==> src/hw/rtl/mfpc_pkg.sv <==
package mfpc_pkg;

  localparam int SETTLE_COUNT = 100;
  localparam int SAMPLE_BITS  = 10;

  localparam logic [9:0] SAMPLE_MASK = 10'((1 << SAMPLE_BITS) - 1);
  localparam logic [6:0] SETTLE_MAX  = 7'(SETTLE_COUNT);
  localparam logic [6:0] SETTLE_SAT  = 7'd127;

  // divide by 100 as multiply by reciprocal, exact for products below 2^17
  localparam int          RECIP_SHIFT = 24;
  localparam logic [17:0] PCT_RECIP   = 18'((1 << RECIP_SHIFT) / 100 + 1);

  localparam int WIN_W = 13;

  localparam logic [1:0] DIR_STOP = 2'd0;
  localparam logic [1:0] DIR_UP   = 2'd1;
  localparam logic [1:0] DIR_DOWN = 2'd2;

  localparam logic OP_START  = 1'b0;
  localparam logic OP_SAMPLE = 1'b1;

  localparam logic [2:0] REG_FADER_MIN  = 3'd0;
  localparam logic [2:0] REG_FADER_MAX  = 3'd1;
  localparam logic [2:0] REG_TOLERANCE  = 3'd2;
  localparam logic [2:0] REG_SPEED_FAR  = 3'd3;
  localparam logic [2:0] REG_SPEED_MID  = 3'd4;
  localparam logic [2:0] REG_SPEED_NEAR = 3'd5;
  localparam logic [2:0] REG_DIST_FAR   = 3'd6;
  localparam logic [2:0] REG_DIST_NEAR  = 3'd7;

  typedef struct packed {
    logic       op;
    logic [6:0] target_percent;
    logic [9:0] sample;
  } fader_in_t;

  typedef struct packed {
    logic [1:0] direction;
    logic [7:0] duty;
    logic       settled;
  } fader_out_t;

endpackage

==> src/hw/rtl/motor_fader_position_control_top.sv <==
// motorized fader position controller
// input channel (in_valid_i / in_stall_o / in_data_i): each transaction is either a
// start (op 0: target percent plus the first position sample) or a new position
// sample (op 1). every input transaction gives exactly one output transaction
// (out_valid_o / out_stall_i / out_data_o) with motor direction, pwm duty and
// the settled flag.
// from input accept to output valid a transaction passes through: product of percent and
// span, reciprocal multiply for the divide by 100, window edges, then the drive
// decision that updates the control state. one transaction per cycle unless stalled.
// the drive state is only updated at the last stage, so items stay in order and
// a start followed directly by samples works at full rate.
// when the receiver stalls, the output register holds; stages behind it keep
// filling bubbles and in_stall_o rises only when the first stage cannot move.
// configuration uses an apb-style port (registers at 4*i, pready always high)
// and must only be written while no transaction is in flight.
// reset clears the pipeline, sets the registers to their defaults and leaves
// the motor stopped with no move in progress.
module motor_fader_position_control_top
  import mfpc_pkg::*;
(
  input  logic        clk_i,
  input  logic        rst_ni,
  input  logic        in_valid_i,
  output logic        in_stall_o,
  input  fader_in_t   in_data_i,
  output logic        out_valid_o,
  input  logic        out_stall_i,
  output fader_out_t  out_data_o,
  input  logic        psel,
  input  logic        penable,
  input  logic        pwrite,
  input  logic [4:0]  paddr,
  input  logic [31:0] pwdata,
  output logic [31:0] prdata,
  output logic        pready
);

  // configuration registers
  logic [9:0] fader_min_q, fader_max_q, tolerance_q, dist_far_q, dist_near_q;
  logic [7:0] speed_far_q, speed_mid_q, speed_near_q;
  logic       cfg_wr;
  logic [2:0] cfg_idx;

  assign pready  = 1'b1;
  assign cfg_idx = paddr[4:2];
  assign cfg_wr  = psel && penable && pwrite && pready;

  always_ff @(posedge clk_i or negedge rst_ni) begin
    if (!rst_ni) begin
      fader_min_q  <= 10'd0;
      fader_max_q  <= 10'd1023;
      tolerance_q  <= 10'd8;
      speed_far_q  <= 8'd255;
      speed_mid_q  <= 8'd180;
      speed_near_q <= 8'd120;
      dist_far_q   <= 10'd200;
      dist_near_q  <= 10'd50;
    end else if (cfg_wr) begin
      case (cfg_idx)
        REG_FADER_MIN:  fader_min_q  <= pwdata[9:0];
        REG_FADER_MAX:  fader_max_q  <= pwdata[9:0];
        REG_TOLERANCE:  tolerance_q  <= pwdata[9:0];
        REG_SPEED_FAR:  speed_far_q  <= pwdata[7:0];
        REG_SPEED_MID:  speed_mid_q  <= pwdata[7:0];
        REG_SPEED_NEAR: speed_near_q <= pwdata[7:0];
        REG_DIST_FAR:   dist_far_q   <= pwdata[9:0];
        REG_DIST_NEAR:  dist_near_q  <= pwdata[9:0];
        default: ;
      endcase
    end
  end

  always_comb begin
    case (cfg_idx)
      REG_FADER_MIN:  prdata = {22'd0, fader_min_q};
      REG_FADER_MAX:  prdata = {22'd0, fader_max_q};
      REG_TOLERANCE:  prdata = {22'd0, tolerance_q};
      REG_SPEED_FAR:  prdata = {24'd0, speed_far_q};
      REG_SPEED_MID:  prdata = {24'd0, speed_mid_q};
      REG_SPEED_NEAR: prdata = {24'd0, speed_near_q};
      REG_DIST_FAR:   prdata = {22'd0, dist_far_q};
      REG_DIST_NEAR:  prdata = {22'd0, dist_near_q};
      default:        prdata = 32'd0;
    endcase
  end

  // pipeline flow control, bubbles collapse behind a stalled output
  logic s1_valid_q, s2_valid_q, s3_valid_q, out_valid_q;
  logic out_free, s3_free, s2_free, s1_free, in_accept;

  assign out_free   = !out_valid_q || !out_stall_i;
  assign s3_free    = !s3_valid_q || out_free;
  assign s2_free    = !s2_valid_q || s3_free;
  assign s1_free    = !s1_valid_q || s2_free;
  assign in_stall_o = !s1_free;
  assign in_accept  = in_valid_i && !in_stall_o;

  always_ff @(posedge clk_i or negedge rst_ni) begin
    if (!rst_ni) begin
      s1_valid_q  <= 1'b0;
      s2_valid_q  <= 1'b0;
      s3_valid_q  <= 1'b0;
      out_valid_q <= 1'b0;
    end else begin
      if (s1_free) s1_valid_q  <= in_valid_i;
      if (s2_free) s2_valid_q  <= s1_valid_q;
      if (s3_free) s3_valid_q  <= s2_valid_q;
      if (out_free) out_valid_q <= s3_valid_q;
    end
  end

  // stage 1: percent times magnitude of the span
  fader_in_t          s1_item_q, s2_item_q, s3_item_q;
  logic signed [10:0] span;
  logic        [9:0]  span_mag;
  logic        [16:0] prod_d, prod_q;
  logic               neg1_q, neg2_q;

  assign span     = $signed({1'b0, fader_max_q}) - $signed({1'b0, fader_min_q});
  assign span_mag = span[10] ? 10'(-span) : span[9:0];
  assign prod_d   = 17'(in_data_i.target_percent) * 17'(span_mag);

  always_ff @(posedge clk_i) begin
    if (s1_free) begin
      s1_item_q <= in_data_i;
      prod_q    <= prod_d;
      neg1_q    <= span[10];
    end
  end

  // stage 2: truncating divide by 100
  logic [34:0] recip_full;
  logic [10:0] quot_q;

  assign recip_full = 35'(prod_q) * 35'(PCT_RECIP);

  always_ff @(posedge clk_i) begin
    if (s2_free) begin
      s2_item_q <= s1_item_q;
      quot_q    <= recip_full[RECIP_SHIFT +: 11];
      neg2_q    <= neg1_q;
    end
  end

  // stage 3: window edges around the scaled target
  logic signed [WIN_W-1:0] centre, win_lo_d, win_hi_d, win_lo_s3_q, win_hi_s3_q;
  logic signed [WIN_W-1:0] quot_s, tol_s;

  assign quot_s   = neg2_q ? -$signed({2'b00, quot_q}) : $signed({2'b00, quot_q});
  assign tol_s    = $signed({3'b000, tolerance_q});
  assign centre   = $signed({3'b000, fader_min_q}) + quot_s;
  assign win_lo_d = centre - tol_s;
  assign win_hi_d = centre + tol_s;

  always_ff @(posedge clk_i) begin
    if (s3_free) begin
      s3_item_q   <= s2_item_q;
      win_lo_s3_q <= win_lo_d;
      win_hi_s3_q <= win_hi_d;
    end
  end

  // last stage: drive decision and control state
  logic signed [WIN_W-1:0] win_lo_q, win_hi_q, win_lo_d2, win_hi_d2;
  logic [6:0]              settle_q, settle_d;
  logic [1:0]              dir_q, dir_d;
  logic [7:0]              duty_q, duty_d;
  logic                    moving_q, moving_d;
  logic                    is_start, active, below, above, in_window;
  logic signed [WIN_W-1:0] pos, gap;
  logic [7:0]              picked;
  logic                    state_en;
  fader_out_t              out_q;

  assign state_en = s3_valid_q && out_free;
  assign is_start = (s3_item_q.op == OP_START);
  assign pos      = $signed({3'b000, s3_item_q.sample & SAMPLE_MASK});
  assign active   = is_start || moving_q;

  always_comb begin
    win_lo_d2 = is_start ? win_lo_s3_q : win_lo_q;
    win_hi_d2 = is_start ? win_hi_s3_q : win_hi_q;
    below     = pos < win_lo_d2;
    above     = pos > win_hi_d2;
    in_window = !below && !above;
    gap       = below ? (win_lo_d2 - pos) : (pos - win_hi_d2);
    if (gap > $signed({3'b000, dist_far_q})) begin
      picked = speed_far_q;
    end else if (gap > $signed({3'b000, dist_near_q})) begin
      picked = speed_mid_q;
    end else begin
      picked = speed_near_q;
    end

    settle_d = is_start ? 7'd0 : settle_q;
    duty_d   = is_start ? speed_near_q : duty_q;
    moving_d = is_start ? 1'b1 : moving_q;
    dir_d    = dir_q;
    if (active) begin
      if (in_window && settle_d >= SETTLE_MAX) begin
        dir_d    = DIR_STOP;
        duty_d   = 8'd0;
        moving_d = 1'b0;
        settle_d = 7'd0;
      end else if (below) begin
        duty_d   = picked;
        dir_d    = DIR_UP;
        settle_d = 7'd0;
      end else if (above) begin
        duty_d   = picked;
        dir_d    = DIR_DOWN;
        settle_d = 7'd0;
      end else if (settle_d != SETTLE_SAT) begin
        settle_d = settle_d + 7'd1;
      end
    end
  end

  always_ff @(posedge clk_i or negedge rst_ni) begin
    if (!rst_ni) begin
      win_lo_q <= '0;
      win_hi_q <= '0;
      settle_q <= 7'd0;
      dir_q    <= DIR_STOP;
      duty_q   <= 8'd0;
      moving_q <= 1'b0;
    end else if (state_en) begin
      win_lo_q <= win_lo_d2;
      win_hi_q <= win_hi_d2;
      settle_q <= settle_d;
      dir_q    <= dir_d;
      duty_q   <= duty_d;
      moving_q <= moving_d;
    end
  end

  always_ff @(posedge clk_i) begin
    if (state_en) begin
      out_q.direction <= dir_d;
      out_q.duty      <= duty_d;
      out_q.settled   <= !moving_d;
    end
  end

  assign out_valid_o = out_valid_q;
  assign out_data_o  = out_q;

  // a finished move always leaves the motor stopped
  assert property (@(posedge clk_i) disable iff (!rst_ni)
    !moving_q |-> (dir_q == DIR_STOP && duty_q == 8'd0))
    else $error("idle with motor still driven");

  // no invalid direction code reaches the state
  assert property (@(posedge clk_i) disable iff (!rst_ni)
    dir_q != 2'd3)
    else $error("illegal drive direction");

  // an empty first stage never backpressures the input
  assert property (@(posedge clk_i) disable iff (!rst_ni)
    !s1_valid_q |-> !in_stall_o)
    else $error("input stalled with empty first stage");

  // control state only moves when a transaction leaves the last stage
  assert property (@(posedge clk_i) disable iff (!rst_ni)
    !state_en |=> $stable(moving_q) && $stable(settle_q))
    else $error("control state changed without a transaction");

endmodule
==> config.mk <==
export PLATFORM = sky130hd
export DESIGN_NAME = motor_fader_position_control_top
export DESIGN_NICKNAME = d
export VERILOG_FILES = /design/src/hw/rtl/mfpc_pkg.sv /design/src/hw/rtl/motor_fader_position_control_top.sv
export SDC_FILE = /design/constraint.sdc
export NUM_CORES = 1
export LEC_CHECK = 0
export BUFFER_PORTS_ARGS = -buffer_cell sky130_fd_sc_hd__clkbuf_2
export CORE_ASPECT_RATIO = 2
export CORE_MARGIN = 2
export CORE_UTILIZATION = 30
export DETAILED_ROUTE_END_ITERATION = 16
export GPL_TIMING_DRIVEN = 0
export PLACE_DENSITY = 0.51
export SYNTH_ARGS = -nofsm -noshare
export SYNTH_HDL_FRONTEND = slang
export SYNTH_SLANG_ARGS = --single-unit
==> constraint.sdc <==
create_clock -name clk_i -period 8.2 [get_ports clk_i]
set_input_delay 1.23 -clock clk_i [delete_from_list [all_inputs] [get_ports clk_i]]
set_output_delay 1.23 -clock clk_i [all_outputs]
set_load 0.01 [all_outputs]
# Yosys cells after proc, flatten, opt, wreduce, memory -nomap -nowiden
# Index checks and enable logic that the tools add are counted.
# W data, S select, Z words.
[totals]
out_inout_bits = 46
reg_bits = 222
[op_classes]
bitwise_logic = 1
mul = 2
n_lt_le_gt_ge = 5
add_sub_neg = 9
mux = 26
reduce_logical = 28
eq_ne = 8
[ops]
columns = ["op", "n"]
rows = [
  ["$pmux W32 S8", 1],
  ["$mux W8", 7],
  ["$mux W13", 4],
  ["$mux W7", 6],
  ["$mul A17 B18 Y35 const B", 1],
  ["$gt A13 B11 Y1", 2],
  ["$sub A13 B11 Y13", 2],
  ["$mul A7 B10 Y17", 1],
  ["$reduce_and A2 Y1", 8],
  ["$add A11 B13 Y13", 1],
  ["$add A13 B11 Y13", 1],
  ["$gt A11 B13 Y1", 1],
  ["$lt A11 B13 Y1", 1],
  ["$neg A11 Y13", 1],
  ["$sub A11 B13 Y13", 1],
  ["$eq A3 B3 Y1 const B", 4],
  ["$sub A10 B10 Y11", 1],
  ["$mux W10", 1],
  ["$neg A10 Y10", 1],
  ["$logic_not A1 Y1", 9],
  ["$mux W2", 4],
  ["$add A7 B1 Y7 const B", 1],
  ["$ge A7 B7 Y1 const B", 1],
  ["$ne A7 B7 Y1 const B", 1],
  ["7 further kinds", 18],
]

# Longest topological paths before layout
[depth]
depth_word = 10
depth_mapped = 29

# Worst setup path after synthesis
# OpenSTA, ideal clock, no wires.
[synth_path]
kind = "register to register"
start = "register fader_max_q[0]"
end = "register prod_q[16] (data pin)"
period_less_slack_ns = 6.460
path_slack_ns = 1.740
required_ns = 8.042
path_stages_with_launch = 29
arrival_ns = 6.302
setup_ns = 0.158
path_buffers = 0
path_cell_list = "dfstp_2 > inv_1 > ha_1 > fa_1 > nor2b_1 > o21ai_0 > a21boi_1 > o21ai_1 > a21oi_1 > o211ai_1 > nand2_1 > mux2i_1 > nand2_1 > fa_1 > fa_1 > inv_1 > fa_1 > inv_1 > fa_1 > inv_1 > ha_1 > inv_1 > o21bai_1 > a21oi_1 > inv_1 > a21oi_1 > o211ai_1 > a2111o_1 > o211ai_1"
[synth_via]
elab_chain_cells = 4
[synth_rtl]
columns = ["element", "line", "text"]
rows = [
  ["from (decl)", "motor_fader_position_control_top.sv:39", "logic [9:0] fader_min_q, fader_max_q, tolerance_q, dist_far_q, dist_near_q;"],
  ["from (signal assigned)", "motor_fader_position_control_top.sv:61", "REG_FADER_MAX: fader_max_q <= pwdata[9:0];"],
  ["$sub A10 B10 Y11 *", "motor_fader_position_control_top.sv:119", "assign span = $signed({1'b0, fader_max_q}) - $signed({1'b0, fader_min_q});"],
  ["$neg A10 Y10", "motor_fader_position_control_top.sv:120", "assign span_mag = span[10] ? 10'(-span) : span[9:0];"],
  ["$mux W10 *", "motor_fader_position_control_top.sv:120", ""],
  ["$mul A7 B10 Y17 *", "motor_fader_position_control_top.sv:121", "assign prod_d = 17'(in_data_i.target_percent) * 17'(span_mag);"],
  ["via prod_d[16]", "motor_fader_position_control_top.sv:116", "logic [16:0] prod_d, prod_q;"],
  ["to (signal assigned)", "motor_fader_position_control_top.sv:126", "prod_q <= prod_d;"],
  ["to (decl)", "motor_fader_position_control_top.sv:116", ""],
]
# The timed path passes the listed nets; every way through them passes the cells marked *.
# A chain may end at the register's enable or synchronous reset.

# Worst setup path in the final report
[layout_path]
start = "register s3_item_q[17] (netlist name)"
end = "register out_q, in the netlist out_data_o[5] (data pin)"
[layout_via]
elab_chain_cells = 10
elab_cells_between_ends = 24
classes_between = "add/sub: 2; order compare: 5; mux: 11; bitwise: 1; reduce/logical: 5"
[layout_rtl]
columns = ["element", "line", "text"]
rows = [
  ["from (decl)", "motor_fader_position_control_top.sv:113", "fader_in_t s1_item_q, s2_item_q, s3_item_q;"],
  ["from (signal assigned)", "motor_fader_position_control_top.sv:157", "s3_item_q <= s2_item_q;"],
  ["$mux W13 *", "motor_fader_position_control_top.sv:181", "win_lo_d2 = is_start ? win_lo_s3_q : win_lo_q;"],
  ["via win_lo_d2[3]", "motor_fader_position_control_top.sv:164", "logic signed [WIN_W-1:0] win_lo_q, win_hi_q, win_lo_d2, win_hi_d2;"],
  ["$sub A13 B11 Y13 or $lt A11 B13 Y1 (tied branches)", "motor_fader_position_control_top.sv:186, motor_fader_position_control_top.sv:183", ""],
  ["$mux W13", "motor_fader_position_control_top.sv:186", "gap = below ? (win_lo_d2 - pos) : (pos - win_hi_d2);"],
  ["$gt A13 B11 Y1", "motor_fader_position_control_top.sv:189", "end else if (gap > $signed({3'b000, dist_near_q})) begin"],
  ["$mux W8", "motor_fader_position_control_top.sv:189", ""],
  ["$mux W8", "motor_fader_position_control_top.sv:187", "if (gap > $signed({3'b000, dist_far_q})) begin"],
  ["$mux W8", "motor_fader_position_control_top.sv:209", "end else if (above) begin"],
  ["$mux W8", "motor_fader_position_control_top.sv:205", "end else if (below) begin"],
  ["$mux W8 *", "motor_fader_position_control_top.sv:200", "if (in_window && settle_d >= SETTLE_MAX) begin"],
  ["$mux W8 *", "motor_fader_position_control_top.sv:199", "if (active) begin"],
  ["via duty_d[4]", "motor_fader_position_control_top.sv:167", "logic [7:0] duty_q, duty_d;"],
  ["to (decl)", "motor_fader_position_control_top.sv:173", "fader_out_t out_q;"],
]
# Marks and branches as above.

==> impl_metrics.ini <==
[setup_path]
critPathMaxStageDelay_ns = 0.78
cp.arrival_ns = 8.18
cp.required_ns = 8.48
critPathCaptureType = flop
slowest_stage = buf_1
cp-start-kind = flop
critical_path_class = flop to flop
timing.rr.end = out_data_o[5]$_DFFE_PP_
crit_start = s3_item_q[17]$_DFFE_PP_
r2r-start = s3_item_q[17]$_DFFE_PP_
r2r_slack_ns = 0.30
crit_fanout = 10
cp_cell_sequence = buf_2 > buf_2 > buf_1 > buf_1 > mux2_2 > ha_1 > o21a_1 > o31a_1 > o41a_4 > a21oi_2 > a21oi_2 > clkbuf_1 > mux2_2 > ha_1 > nor2b_1 > o21a_1 > o21ai_0 > a211oi_1 > o221a_2 > nand2b_1 > or3b_1 > buf_4 > o22ai_1 > o211ai_1
reg2regPathDepth = 24

[clock_tree]
cts_hold_buf = 0
clock_sinks = 221
clk_pin_slew_ns = 0.07
cts_tree = built
cts_max_level = 1
clkLatencyLatePin_ns = 0.54
cts.path.max_buffers = 3
cts_made_buffers = 22
cts_setup_buffers = 0
cts_root_buffer = clkbuf_16

[floorplanning]
ios = 108
die_area_sq_mm = 0.0705
rows = 135
die_width_um = 189
core_area_sq_mm = 0.0677
start_util = 0.303
die_h_um = 374

[sta]
max_freq_mhz = 127
rsz0062_at_grt = yes
finalCritPeriodShare = 0.963
finalSetupViolCount = 0
worstMarginPinSlew_ns = 1.42
hold_viol = 0
drv_slew = 0
slew_headroom = 0.0466
clock_skew_ns = 0.0297
fin_crit_ns = 7.90

[logic_synthesis]
async_flop_share = 0.552
avgSynthCellArea_sq_um = 9.97
synth_top_area_frac = 0.159
synth-edff-count = 99
syn_area_sq_mm = 0.0205
ys.flop_type = edfxtp_1
synthesis.instances = 2055
synthTopCellsByArea = ha_1 16%, fa_1 15%, edfxtp_1 15%
ys_seq_elements = 221
ys_warn_count = 0
ys_seq_area_frac = 0.296
synth_top_cell_by_area = ha_1
synth_cell_types = 82

[route]
routed_via_density = 4.90
drt_iter0_markers = 646
wirelength_um = 59100
drc = 0
vias = 15000
drt_pass1_iterations = 7
wl_per_cell_um = 19.3
ant_nets = 0

[cells_and_area]
finalNetCount = 2637
syn_to_final_growth_pct = 10.9
final_cell_mix = 344 x inv_1, 260 x ha_1, 154 x fa_1
stdcell_count = 3068
drive_gt1_frac = 0.113
final-seq-area_sq_mm = 0.00607
fill_cells = 6907
multi_input_area_sq_mm = 0.0129
final_common_cell = inv_1

[outcome]
outcome = finished clean

[global_route]
grt_start_max_net_pins = 95
antenna_found_initial = 2
grt.total_usage = 0.170
grt_pass1_wl_um = 91900
grt_overflow = 0
grt_pass1_vias = 16400

[placement]
io_buffers = 58
hpwl_um = 50100
place_congestion = 0.913
dpl.cell_count = 3027

[min_path]
holdPathStages = 0
min_to = s2_item_q[3]$_DFFE_PP_
hold_path_class = flop to flop
worstHoldStart = s1_item_q[3]$_DFFE_PN_

[job]
cap_violations = 0
==> registers in the layout (all words and copies together), names as in the netlist, 10 cells and up <==
signal / count
s1_item_q: 11
out_data_o: 11
tolerance_q: 10
win_lo_q: 13
win_hi_s3_q: 12
dist_near_q: 10
win_lo_s3_q: 13
fader_min_q: 10
win_hi_q: 13
dist_far_q: 10
fader_max_q: 10
prod_q: 17
pos: 10
quot_q: 11
s2_item_q: 11
==> through the flow <==
step	area [sq um]	setup WS [ns]	hold slack, ns	util	setup TNS [ns]
floorplan	20600	1.74	0.400	-	0
global placement	22000	0.213	0.404	0.324	0
detailed placement	22100	0.137	0.407	0.326	0
CTS	22700	0.135	0.423	0.335	0
global route	22700	-0.00450	0.434	0.335	-0.00450
finish	22700	0.304	0.418	0.336	0
==> layout make-up <==
| cell class | count | area share |
|---|---|---|
| Antenna cell | 1 | 0.000110 |
| Buffer | 65 | 0.0149 |
| Clock buffer | 25 | 0.0247 |
| Clock inverter | 15 | 0.00457 |
| Inverter | 345 | 0.0570 |
| Multi-Input combinational cell | 1444 | 0.567 |
| Sequential cell | 221 | 0.267 |
| Tap cell | 890 | 0.0490 |
| Timing Repair Buffer | 62 | 0.0161 |
==> cells by family after synthesis <==
family,share of synthesized area
and+or+nand+nor,0.100
adders and majority gates,0.310
buffers and inverters,0.0799
AOI/OAI and AO/OA,0.127
DFF,0.296
muxes,0.0514
xor gates and xnor gates,0.0358
other,0.000366
==> layer usage <==
| metal | GRT usage | routed length [um] | part of all wire | vias up |
|---|---|---|---|---|
| met4 | 0.111 | 4320 | 0.073 | 2 |
| met2 | 0.356 | 35400 | 0.60 | 293 |
| met1 | 0.148 | 18100 | 0.31 | 7424 |
| met3 | 0.0118 | 1210 | 0.021 | 134 |
| met5 | 0 | 8 | 0.00014 | - |
| li1 | - | - | - | 7168 |
==> worst max-delay path: cells and delay by family (launching register included) <==
family / cells / cell delay [ns]
mux: 2 / 0.90
buf+inv: 6 / 2.69
flops: 1 / 0.31
fa+ha+maj: 2 / 0.70
compound gates: 11 / 2.33
simple gates: 3 / 0.66
==> how the worst max path moves through the flow <==
stage / to / slack (ns) / depth (start not counted)
detailed placement: out_data_o[5]$_DFFE_PP_ / 0.14 / 25
global placement: out_data_o[6]$_DFFE_PP_ / 0.21 / 25
CTS: out_data_o[5]$_DFFE_PP_ / 0.13 / 25
finish: out_data_o[5]$_DFFE_PP_ / 0.30 / 24
floorplan: prod_q[16]$_DFFE_PN_ / 1.74 / 28
global route: out_data_o[4]$_DFFE_PP_ / -0.004 / 21
==> synthesized netlist by cell type (13+ instances only) <==
cell	instances
nand2_1	136
o31ai_1	18
o221ai_1	13
xor2_1	30
edfxtp_1	99
o21ai_0	111
mux2i_1	31
o211ai_1	16
nand3_1	27
mux2_2	62
inv_1	345
xnor2_1	52
o21bai_1	14
nand2b_1	26
dfstp_2	33
fa_1	154
nor2b_1	22
nor3_1	29
clkbuf_1	32
and2_1	16
a21oi_1	98
dfrtp_1	89
buf_4	24
ha_1	260
nor2_1	107
a21o_1	20
==> timing repair <==
| item | in CTS | in global routing |
|---|---|---|
| endpoints found under the setup margin | 0 | 9 |
| gates resized for setup | 0 | 1 |
| endpoints found under the hold margin | 0 | 0 |
Power is not shown: default switching activity piles up to over one toggle a cycle in this logic, so the estimate is an artifact.
